### src/hdl/checksummed_frame_receiver_core_defines.svh
// Assertion helpers shared by the frame receiver RTL.
`ifndef CHECKSUMMED_FRAME_RECEIVER_CORE_DEFINES_SVH
`define CHECKSUMMED_FRAME_RECEIVER_CORE_DEFINES_SVH

// Same-cycle implication, checked outside reset.
`define CFR_ASSERT_SAME(label, clk, rst_n, cond, expr) \
  label: assert property (@(posedge clk) disable iff (!(rst_n)) (cond) |-> (expr)) \
    else $error("frame receiver check failed");

// Next-cycle implication, checked outside reset.
`define CFR_ASSERT_NEXT(label, clk, rst_n, cond, expr) \
  label: assert property (@(posedge clk) disable iff (!(rst_n)) (cond) |=> (expr)) \
    else $error("frame receiver check failed");

`endif

### src/hdl/cfr_pkg.sv
package cfr_pkg;

  localparam int unsigned ByteW   = 8;
  localparam int unsigned TicksW  = 16;
  localparam int unsigned StatusW = 3;
  localparam int unsigned CfgAddrW = 8;
  localparam int unsigned CfgDataW = 16;

  localparam logic [ByteW-1:0]  HdrByte = 8'hFF;
  localparam logic [ByteW-1:0]  ChkMask = 8'hFE;
  localparam logic [ByteW-1:0]  MinLen  = 8'd7;

  localparam logic [ByteW-1:0]  MaxLenRst  = 8'd255;
  localparam logic [TicksW-1:0] TimeoutRst = 16'd1000;

  // Byte positions with a special meaning.
  localparam logic [ByteW-1:0] PosHunt  = 8'd0;
  localparam logic [ByteW-1:0] PosHdr2  = 8'd1;
  localparam logic [ByteW-1:0] PosLen   = 8'd2;
  localparam logic [ByteW-1:0] PosBody  = 8'd3;
  localparam logic [ByteW-1:0] PosChk1  = 8'd5;
  localparam logic [ByteW-1:0] PosChk2  = 8'd6;

  typedef enum logic [CfgAddrW-1:0] {
    RegMaxFrameLen = 8'd0,
    RegTimeoutTicks = 8'd1
  } cfg_reg_e;

  typedef enum logic [StatusW-1:0] {
    StBusy    = 3'd0,
    StOk      = 3'd1,
    StBadSum  = 3'd2,
    StTooLong = 3'd3,
    StBadLen  = 3'd4,
    StTimeout = 3'd5
  } status_e;

endpackage

### src/hdl/cfr_intf.sv
interface cfr_in_if;
  logic                           valid;
  logic                           ready;
  logic                           command;
  logic [cfr_pkg::ByteW-1:0]      rx_byte;

  modport source (output valid, output command, output rx_byte, input ready);
  modport sink (input valid, input command, input rx_byte, output ready);
endinterface

interface cfr_out_if;
  logic                           valid;
  logic                           ready;
  logic [cfr_pkg::ByteW-1:0]      data_byte;
  logic [cfr_pkg::ByteW-1:0]      byte_index;
  logic                           frame_end;
  logic [cfr_pkg::StatusW-1:0]    frame_status;

  modport source (output valid, output data_byte, output byte_index, output frame_end,
                  output frame_status, input ready);
  modport sink (input valid, input data_byte, input byte_index, input frame_end,
                input frame_status, output ready);
endinterface

interface cfr_cfg_if;
  logic                           valid;
  logic                           ready;
  logic [cfr_pkg::CfgAddrW-1:0]   addr;
  logic [cfr_pkg::CfgDataW-1:0]   wdata;

  modport source (output valid, output addr, output wdata, input ready);
  modport sink (input valid, input addr, input wdata, output ready);
endinterface

### src/hdl/checksummed_frame_receiver_core.sv
// Latency: a result is valid in the cycle after the request that caused it is accepted.
// Throughput: one request (byte or tick) per clock, sustained, because all frame work
// is a single XOR, compare and increment between the state registers and the result register.
// The input stalls only while a registered result waits to be taken downstream.
// Reset (rst_ni low, asynchronous): frame state cleared to hunting, limits back to 255 and 1000.
`include "checksummed_frame_receiver_core_defines.svh"

module checksummed_frame_receiver_core (
  input  logic clk_i,
  input  logic rst_ni,
  cfr_in_if.sink   in_chan,
  cfr_out_if.source out_chan,
  cfr_cfg_if.sink  cfg_chan
);

  localparam int unsigned BW = cfr_pkg::ByteW;
  localparam int unsigned TW = cfr_pkg::TicksW;

  // Limits.
  logic [BW-1:0] max_len_q;
  logic [TW-1:0] timeout_q;

  // Frame state.
  logic [BW-1:0] pos_q, pos_d;
  logic [BW-1:0] len_q, len_d;
  logic [BW-1:0] xor_q, xor_d;
  logic [BW-1:0] chk1_q, chk1_d;
  logic [BW-1:0] chk2_q, chk2_d;
  logic [TW-1:0] ticks_q, ticks_d;

  // Result register.
  logic                out_valid_q, out_valid_d;
  logic [BW-1:0]       out_data_q, out_data_d;
  logic [BW-1:0]       out_idx_q, out_idx_d;
  logic                out_end_q, out_end_d;
  cfr_pkg::status_e    out_status_q, out_status_d;

  logic                in_fire;
  logic                res_valid;
  logic [TW-1:0]       ticks_inc;
  logic [BW-1:0]       xor_body;
  logic [BW-1:0]       c1;
  logic [BW-1:0]       c2;
  logic                last_byte;

  assign in_chan.ready  = !out_valid_q || out_chan.ready;
  assign in_fire        = in_chan.valid && in_chan.ready;
  assign cfg_chan.ready = 1'b1;

  assign ticks_inc = (ticks_q != '1) ? ticks_q + TW'(1) : ticks_q;
  // The check bytes themselves stay out of the running XOR.
  assign xor_body  = (pos_q == cfr_pkg::PosChk1 || pos_q == cfr_pkg::PosChk2) ? xor_q
                                                                              : xor_q ^ in_chan.rx_byte;
  assign c1        = xor_body & cfr_pkg::ChkMask;
  assign c2        = ~c1 & cfr_pkg::ChkMask;
  assign last_byte = ({1'b0, pos_q} + (BW+1)'(1)) >= {1'b0, len_q};

  always_comb begin
    pos_d        = pos_q;
    len_d        = len_q;
    xor_d        = xor_q;
    chk1_d       = chk1_q;
    chk2_d       = chk2_q;
    ticks_d      = ticks_q;
    res_valid    = 1'b0;
    out_data_d   = in_chan.rx_byte;
    out_idx_d    = pos_q;
    out_end_d    = 1'b0;
    out_status_d = cfr_pkg::StBusy;

    if (in_fire) begin
      if (in_chan.command) begin
        // Ticks count only once a header has started.
        if (pos_q != cfr_pkg::PosHunt) begin
          if (ticks_inc >= timeout_q) begin
            res_valid    = 1'b1;
            out_data_d   = '0;
            out_end_d    = 1'b1;
            out_status_d = cfr_pkg::StTimeout;
            pos_d        = cfr_pkg::PosHunt;
            ticks_d      = '0;
          end else begin
            ticks_d = ticks_inc;
          end
        end
      end else if (pos_q == cfr_pkg::PosHunt) begin
        if (in_chan.rx_byte == cfr_pkg::HdrByte) begin
          pos_d   = cfr_pkg::PosHdr2;
          ticks_d = '0;
        end
      end else if (pos_q == cfr_pkg::PosHdr2) begin
        if (in_chan.rx_byte == cfr_pkg::HdrByte) begin
          pos_d = cfr_pkg::PosLen;
        end else begin
          pos_d   = cfr_pkg::PosHunt;
          ticks_d = '0;
        end
      end else if (pos_q == cfr_pkg::PosLen) begin
        res_valid = 1'b1;
        if (in_chan.rx_byte > max_len_q) begin
          out_end_d    = 1'b1;
          out_status_d = cfr_pkg::StTooLong;
          pos_d        = cfr_pkg::PosHunt;
          ticks_d      = '0;
        end else if (in_chan.rx_byte < cfr_pkg::MinLen) begin
          out_end_d    = 1'b1;
          out_status_d = cfr_pkg::StBadLen;
          pos_d        = cfr_pkg::PosHunt;
          ticks_d      = '0;
        end else begin
          len_d = in_chan.rx_byte;
          xor_d = in_chan.rx_byte;
          pos_d = cfr_pkg::PosBody;
        end
      end else begin
        res_valid = 1'b1;
        xor_d     = xor_body;
        if (pos_q == cfr_pkg::PosChk1) begin
          chk1_d = in_chan.rx_byte;
        end else if (pos_q == cfr_pkg::PosChk2) begin
          chk2_d = in_chan.rx_byte;
        end
        if (last_byte) begin
          // The checks use this byte's contribution as well.
          out_end_d    = 1'b1;
          out_status_d = (chk1_d == c1 && chk2_d == c2) ? cfr_pkg::StOk
                                                       : cfr_pkg::StBadSum;
          pos_d        = cfr_pkg::PosHunt;
          ticks_d      = '0;
        end else begin
          pos_d = pos_q + BW'(1);
        end
      end
    end

    if (in_fire) begin
      out_valid_d = res_valid;
    end else if (out_chan.ready) begin
      out_valid_d = 1'b0;
    end else begin
      out_valid_d = out_valid_q;
    end
  end

  always_ff @(posedge clk_i or negedge rst_ni) begin
    if (!rst_ni) begin
      max_len_q <= cfr_pkg::MaxLenRst;
      timeout_q <= cfr_pkg::TimeoutRst;
    end else if (cfg_chan.valid && cfg_chan.ready) begin
      case (cfg_chan.addr)
        cfr_pkg::RegMaxFrameLen:  max_len_q <= cfg_chan.wdata[BW-1:0];
        cfr_pkg::RegTimeoutTicks: timeout_q <= cfg_chan.wdata[TW-1:0];
        default: ;
      endcase
    end
  end

  always_ff @(posedge clk_i or negedge rst_ni) begin
    if (!rst_ni) begin
      pos_q       <= cfr_pkg::PosHunt;
      len_q       <= '0;
      xor_q       <= '0;
      chk1_q      <= '0;
      chk2_q      <= '0;
      ticks_q     <= '0;
      out_valid_q <= 1'b0;
    end else begin
      pos_q       <= pos_d;
      len_q       <= len_d;
      xor_q       <= xor_d;
      chk1_q      <= chk1_d;
      chk2_q      <= chk2_d;
      ticks_q     <= ticks_d;
      out_valid_q <= out_valid_d;
    end
  end

  always_ff @(posedge clk_i) begin
    if (in_fire) begin
      out_data_q   <= out_data_d;
      out_idx_q    <= out_idx_d;
      out_end_q    <= out_end_d;
      out_status_q <= out_status_d;
    end
  end

  assign out_chan.valid        = out_valid_q;
  assign out_chan.data_byte    = out_data_q;
  assign out_chan.byte_index   = out_idx_q;
  assign out_chan.frame_end    = out_end_q;
  assign out_chan.frame_status = out_status_q;

  // Only the final result of a frame carries a verdict.
  `CFR_ASSERT_SAME(a_end_has_status, clk_i, rst_ni, out_valid_q,
                   out_end_q == (out_status_q != cfr_pkg::StBusy))
  // A final result always sends the block back to hunting.
  `CFR_ASSERT_NEXT(a_end_rehunts, clk_i, rst_ni, in_fire && res_valid && out_end_d,
                   pos_q == cfr_pkg::PosHunt && ticks_q == '0)
  // An in-progress result leaves the block inside the frame body.
  `CFR_ASSERT_SAME(a_busy_in_body, clk_i, rst_ni, out_valid_q && !out_end_q,
                   pos_q >= cfr_pkg::PosBody)

endmodule
### src/flat_wrapper.sv
// flat-port wrapper written by rule: the top's interface ports become plain ports
module checksummed_frame_receiver_core_flat 
  (clk_i, rst_ni, in_chan_valid, in_chan_command, in_chan_rx_byte, in_chan_ready, out_chan_valid, out_chan_data_byte, out_chan_byte_index, out_chan_frame_end, out_chan_frame_status, out_chan_ready, cfg_chan_valid, cfg_chan_addr, cfg_chan_wdata, cfg_chan_ready);
  cfr_in_if in_chan_i ();
  cfr_out_if out_chan_i ();
  cfr_cfg_if cfg_chan_i ();
  input  logic clk_i;
  input  logic rst_ni;
  input wire logic [$bits(in_chan_i.valid)-1:0] in_chan_valid;
  input wire logic [$bits(in_chan_i.command)-1:0] in_chan_command;
  input wire logic [$bits(in_chan_i.rx_byte)-1:0] in_chan_rx_byte;
  output wire logic [$bits(in_chan_i.ready)-1:0] in_chan_ready;
  output wire logic [$bits(out_chan_i.valid)-1:0] out_chan_valid;
  output wire logic [$bits(out_chan_i.data_byte)-1:0] out_chan_data_byte;
  output wire logic [$bits(out_chan_i.byte_index)-1:0] out_chan_byte_index;
  output wire logic [$bits(out_chan_i.frame_end)-1:0] out_chan_frame_end;
  output wire logic [$bits(out_chan_i.frame_status)-1:0] out_chan_frame_status;
  input wire logic [$bits(out_chan_i.ready)-1:0] out_chan_ready;
  input wire logic [$bits(cfg_chan_i.valid)-1:0] cfg_chan_valid;
  input wire logic [$bits(cfg_chan_i.addr)-1:0] cfg_chan_addr;
  input wire logic [$bits(cfg_chan_i.wdata)-1:0] cfg_chan_wdata;
  output wire logic [$bits(cfg_chan_i.ready)-1:0] cfg_chan_ready;
  assign in_chan_i.valid = in_chan_valid;
  assign in_chan_i.command = in_chan_command;
  assign in_chan_i.rx_byte = in_chan_rx_byte;
  assign in_chan_ready = in_chan_i.ready;
  assign out_chan_valid = out_chan_i.valid;
  assign out_chan_data_byte = out_chan_i.data_byte;
  assign out_chan_byte_index = out_chan_i.byte_index;
  assign out_chan_frame_end = out_chan_i.frame_end;
  assign out_chan_frame_status = out_chan_i.frame_status;
  assign out_chan_i.ready = out_chan_ready;
  assign cfg_chan_i.valid = cfg_chan_valid;
  assign cfg_chan_i.addr = cfg_chan_addr;
  assign cfg_chan_i.wdata = cfg_chan_wdata;
  assign cfg_chan_ready = cfg_chan_i.ready;
  checksummed_frame_receiver_core u_core (.clk_i(clk_i), .rst_ni(rst_ni), .in_chan(in_chan_i), .out_chan(out_chan_i), .cfg_chan(cfg_chan_i));
endmodule
### config.mk
export PLATFORM = sky130hd
export DESIGN_NAME = checksummed_frame_receiver_core_flat
export DESIGN_NICKNAME = d
export VERILOG_FILES = /design/src/hdl/cfr_pkg.sv /design/src/hdl/cfr_intf.sv /design/src/hdl/checksummed_frame_receiver_core.sv /design/src/flat_wrapper.sv
export VERILOG_INCLUDE_DIRS = /design/src /design/src/hdl
export SDC_FILE = /design/constraint.sdc
export NUM_CORES = 1
export LEC_CHECK = 0
export BUFFER_PORTS_ARGS = -buffer_cell sky130_fd_sc_hd__buf_2
export CAP_MARGIN = 20
export CORE_MARGIN = 2
export CORE_UTILIZATION = 50
export DETAILED_ROUTE_END_ITERATION = 6
export HOLD_SLACK_MARGIN = 0.12
export PLACE_DENSITY = 0.79
export SYNTH_ARGS = -nofsm -noshare
export SYNTH_HDL_FRONTEND = slang
export SYNTH_SLANG_ARGS = --single-unit
### constraint.sdc
create_clock -name clk_i -period 11.19 [get_ports clk_i]
set_input_delay 2.7975 -clock clk_i [delete_from_list [all_inputs] [get_ports clk_i]]
set_output_delay 2.7975 -clock clk_i [all_outputs]
set_load 0.01 [all_outputs]
==> key figures <==
Run status
  – Outcome: finished with violations
  – Failing checks: design-rule violations

Critical path
  – Worst path cell trace: buf_2 > nand2b_1 > buf_2
  – Worst R2R Start: u_core.ticks_q[3]
  – FF-to-FF End: u_core.ticks_q[3]
  – WP data required: roughly 8.4 ns
  – Most used cell, CP: buf_2
  – Worst R2R Path Depth: 15
  – Setup crit start kind: input pin
  – Crit path largest cell delay: between 0.15 and 0.2 ns
  – Worst reg-to-reg setup slack: ~6.3 ns
  – Max FO, Critical Path: 3
  – WS Path Type: in -> out
  – CP max-delay cell: nand2b_1
  – Crit end category: output pin
  – Worst EP arrival: 3.19 ns

Finish
  – Multi-input logic area: about 3400 sq um
  – Layout fillers: 1088
  – Final #Nets: 807
  – Register Area: between 2000 and 3000 sq um
  – Share of cells above drive strength 1: 0.182
  – P&R area growth vs syn: 10.8%
  – Antenna Cells: 0

Power and ir drop
  – Max rail drop VDD: roughly 130 uV
  – Leakage: between 0.003 and 0.004 uW
  – Pwr/cell area: 200 nW/um^2

Timing
  – Final min period: ~6 ns
  – Slew Limit Fails: 0
  – Setup TNS: 0 ns
  – Hold WS: 0.493 ns
  – RSZ-0062 raised after global routing: false
  – Slew Limit Headroom: 0.344
  – Clk_skew: approximately 0.010 ns
  – Worst Max-Slew Pin Slew: between 0.9 and 1 ns
  – Endpoints failing setup: 0
  – Max frequency: approximately 170 MHz
  – Final hold vios: 0
  – Final worst-path cycle share: 0.535

Flow run
  – Max cap viols: 0

Yosys
  – Register area share after synthesis: 0.409
  – Share of the synthesized area in the top cell type: 0.258
  – Post-Syn Area: around 6400 sq um
  – Number of flops mapped to enable cells by yosys: 20
  – Top-count cell post-synth: nand2_1
  – Cells after Synth: approximately 700
  – Commonest cells in the netlist: nand2_1 (76), o21ai_0 (68), dfrtp_1 (66), inv_1 (48), ha_1 (37)
  – Synth area leaders: dfrtp_1 (26%), edfxtp_1 (9.4%), ha_1 (7.2%), dfstp_2 (5.7%), o21ai_0 (5.3%)
  – Number of synthesized register bits: 100
  – Synth Flop Type: dfrtp_1
  – Post-synth top area cell: dfrtp_1
  – Synth cell types: between 70 and 80
  – Syn nets: 774
  – Synth warn: 0
  – Asr flop ratio synth: 0.800
  – Syn_area_per_cell: slightly above 9 sq um

Clock tree
  – H-tree depth: 3
  – Hold Buf Count CTS: 0
  – Clock-pin slew on the worst setup and hold paths: 0.07 ns
  – TritonCTS Sinks: 100
  – CTS buffer count: 9
  – Post-CTS resize count: 0
  – CTS tree: built
  – Setup Buffers After CTS: 0
  – Clock Latency Late Sink: between 0.3 and 0.4 ns
  – Clock tree buffer depth: 2
  – Root Driver: clkbuf_16

Drt
  – Pre-Repair DR Iteration Count: 7
  – Wirelength per Cell: between 15 and 20 um
  – Post-DR vias/cell: approximately 6.3
  – Final ANT Viol Nets: 0
  – Drt drc: 1
  – Via count of the routed design: 5706
  – Total length of routed wires: between 15000 and 20000 um
  – Iter 0 DRT Violations: approximately 510

Floorplanning
  – Full die area: about 14000 sq um
  – Initial Util: 0.510
  – IO Pins: between 60 and 70
  – Die height: about 120 um
  – Die width: 117 um
  – Core area: between 10000 and 15000 sq um
  – Row count: 41

Min path
  – WHS Endpoint: u_core.len_q[0]
  – Worst Hold Path Cells: 2
  – Class of the worst hold path: reg -> reg
  – Hold path start: u_core.len_q[0]

Place
  – Detail Placement HPWL: roughly 12000 um
  – GPL Wtd Cong: between 0.9 and 1
  – Port bufs: a little under 60

Global routing
  – Largest net degree at the start of global routing: a little over 80
  – First-pass GRT wire length: ~26000 um
  – Total congestion overflow: 0
  – Vias in the first global route: a little over 5000
  – Gr usage total: 0.251
  – Initial antenna violation count: 0
report_power, final:
part           switching (uW)  internal [uW]
logic                     357            210
registers                62.4            445
clock network             140            202
per-layer routing:
| layer | vias to the layer above | track usage | wire (um) |
|---|---|---|---|
| met3 | 57 | 0.0494 | 1440 |
| met2 | 309 | 0.411 | 8160 |
| met4 | 0 | 0.109 | 564 |
| li1 | 2631 | - | - |
| met1 | 2709 | 0.324 | 6700 |
| met5 | - | 0 | 0 |
critical path, delay by kind of cell:
| family | cells | cell delay, ns |
|---|---|---|
| simple gates | 1 | 0.16 |
| buf+inv | 2 | 0.24 |
kinds of logic after synthesis:
| group | count (synthesis) | synth area share |
|---|---|---|
| AND/OR/NAND/NOR | 228 | 0.185 |
| AO/OA/AOI/OAI | 203 | 0.208 |
| flip-flops | 100 | 0.409 |
| buffers and inverters | 88 | 0.0568 |
| adder cells (fa/ha/maj) | 37 | 0.0723 |
| multiplexers | 26 | 0.0455 |
| XOR/XNOR | 16 | 0.0219 |
| other | 1 | 0.000585 |
worst max path at each step:
stage / slack, ns / to / from
global route: 5.17 / in_chan_ready / out_chan_ready
CTS: 5.20 / in_chan_ready / out_chan_ready
detailed placement: 5.20 / in_chan_ready / out_chan_ready
global placement: 5.20 / in_chan_ready / out_chan_ready
floorplan: 5.42 / in_chan_ready / out_chan_ready
finish: 5.20 / in_chan_ready / out_chan_ready
metrics by stage:
step	instances	total power, uW	instance area, sq um	util	setup slack (ns)
after floorplan	699	904	6400	-	5.42
after global routing	909	1490	7100	0.565	5.17
after CTS	907	1410	7070	0.562	5.20
after detailed placement	891	1060	6740	0.536	5.20
final	909	1420	7100	0.565	5.20
after global placement	891	1040	6740	0.536	5.20
cell usage in the layout (no fill, tap or decap), types with 9 or more instances in the layout:
| cell type | n |
|---|---|
| nand4_1 | 10 |
| edfxtp_1 | 20 |
| xnor2_1 | 12 |
| nand2_1 | 76 |
| nor2_1 | 34 |
| clkbuf_16 | 9 |
| o21ai_0 | 68 |
| dfstp_2 | 14 |
| nor2b_1 | 11 |
| inv_1 | 48 |
| a21oi_1 | 32 |
| nand3_1 | 21 |
| ha_1 | 37 |
| nor3_1 | 15 |
| dfrtp_1 | 66 |
| a31oi_1 | 16 |
| mux2_2 | 25 |
| o211ai_1 | 10 |
| a22o_1 | 9 |
| buf_2 | 58 |
sequential cells by signal, summed over array words and instances, names as in the netlist, 3 cells and up:
| name | flops |
|---|---|
| u_core.chk2_q | 8 |
| u_core.len_q | 8 |
| u_core.max_len_q | 8 |
| u_core.out_chan.data_byte | 8 |
| u_core.ticks_q | 16 |
| u_core.chk1_q | 8 |
| u_core.timeout_q | 16 |
| u_core.xor_q | 7 |
| u_core.out_idx_d | 8 |
| u_core.out_chan.byte_index | 8 |
| u_core.out_chan.frame_status | 3 |
final cells by class:
type	instances	area share
Clock buffer	10	0.0337
Clock inverter	6	0.0123
Timing Repair Buffer	62	0.0474
Sequential cell	100	0.369
Inverter	48	0.0254
Multi-Input combinational cell	511	0.482
Tap cell	172	0.0303
Power figures use the tool's default switching activity.
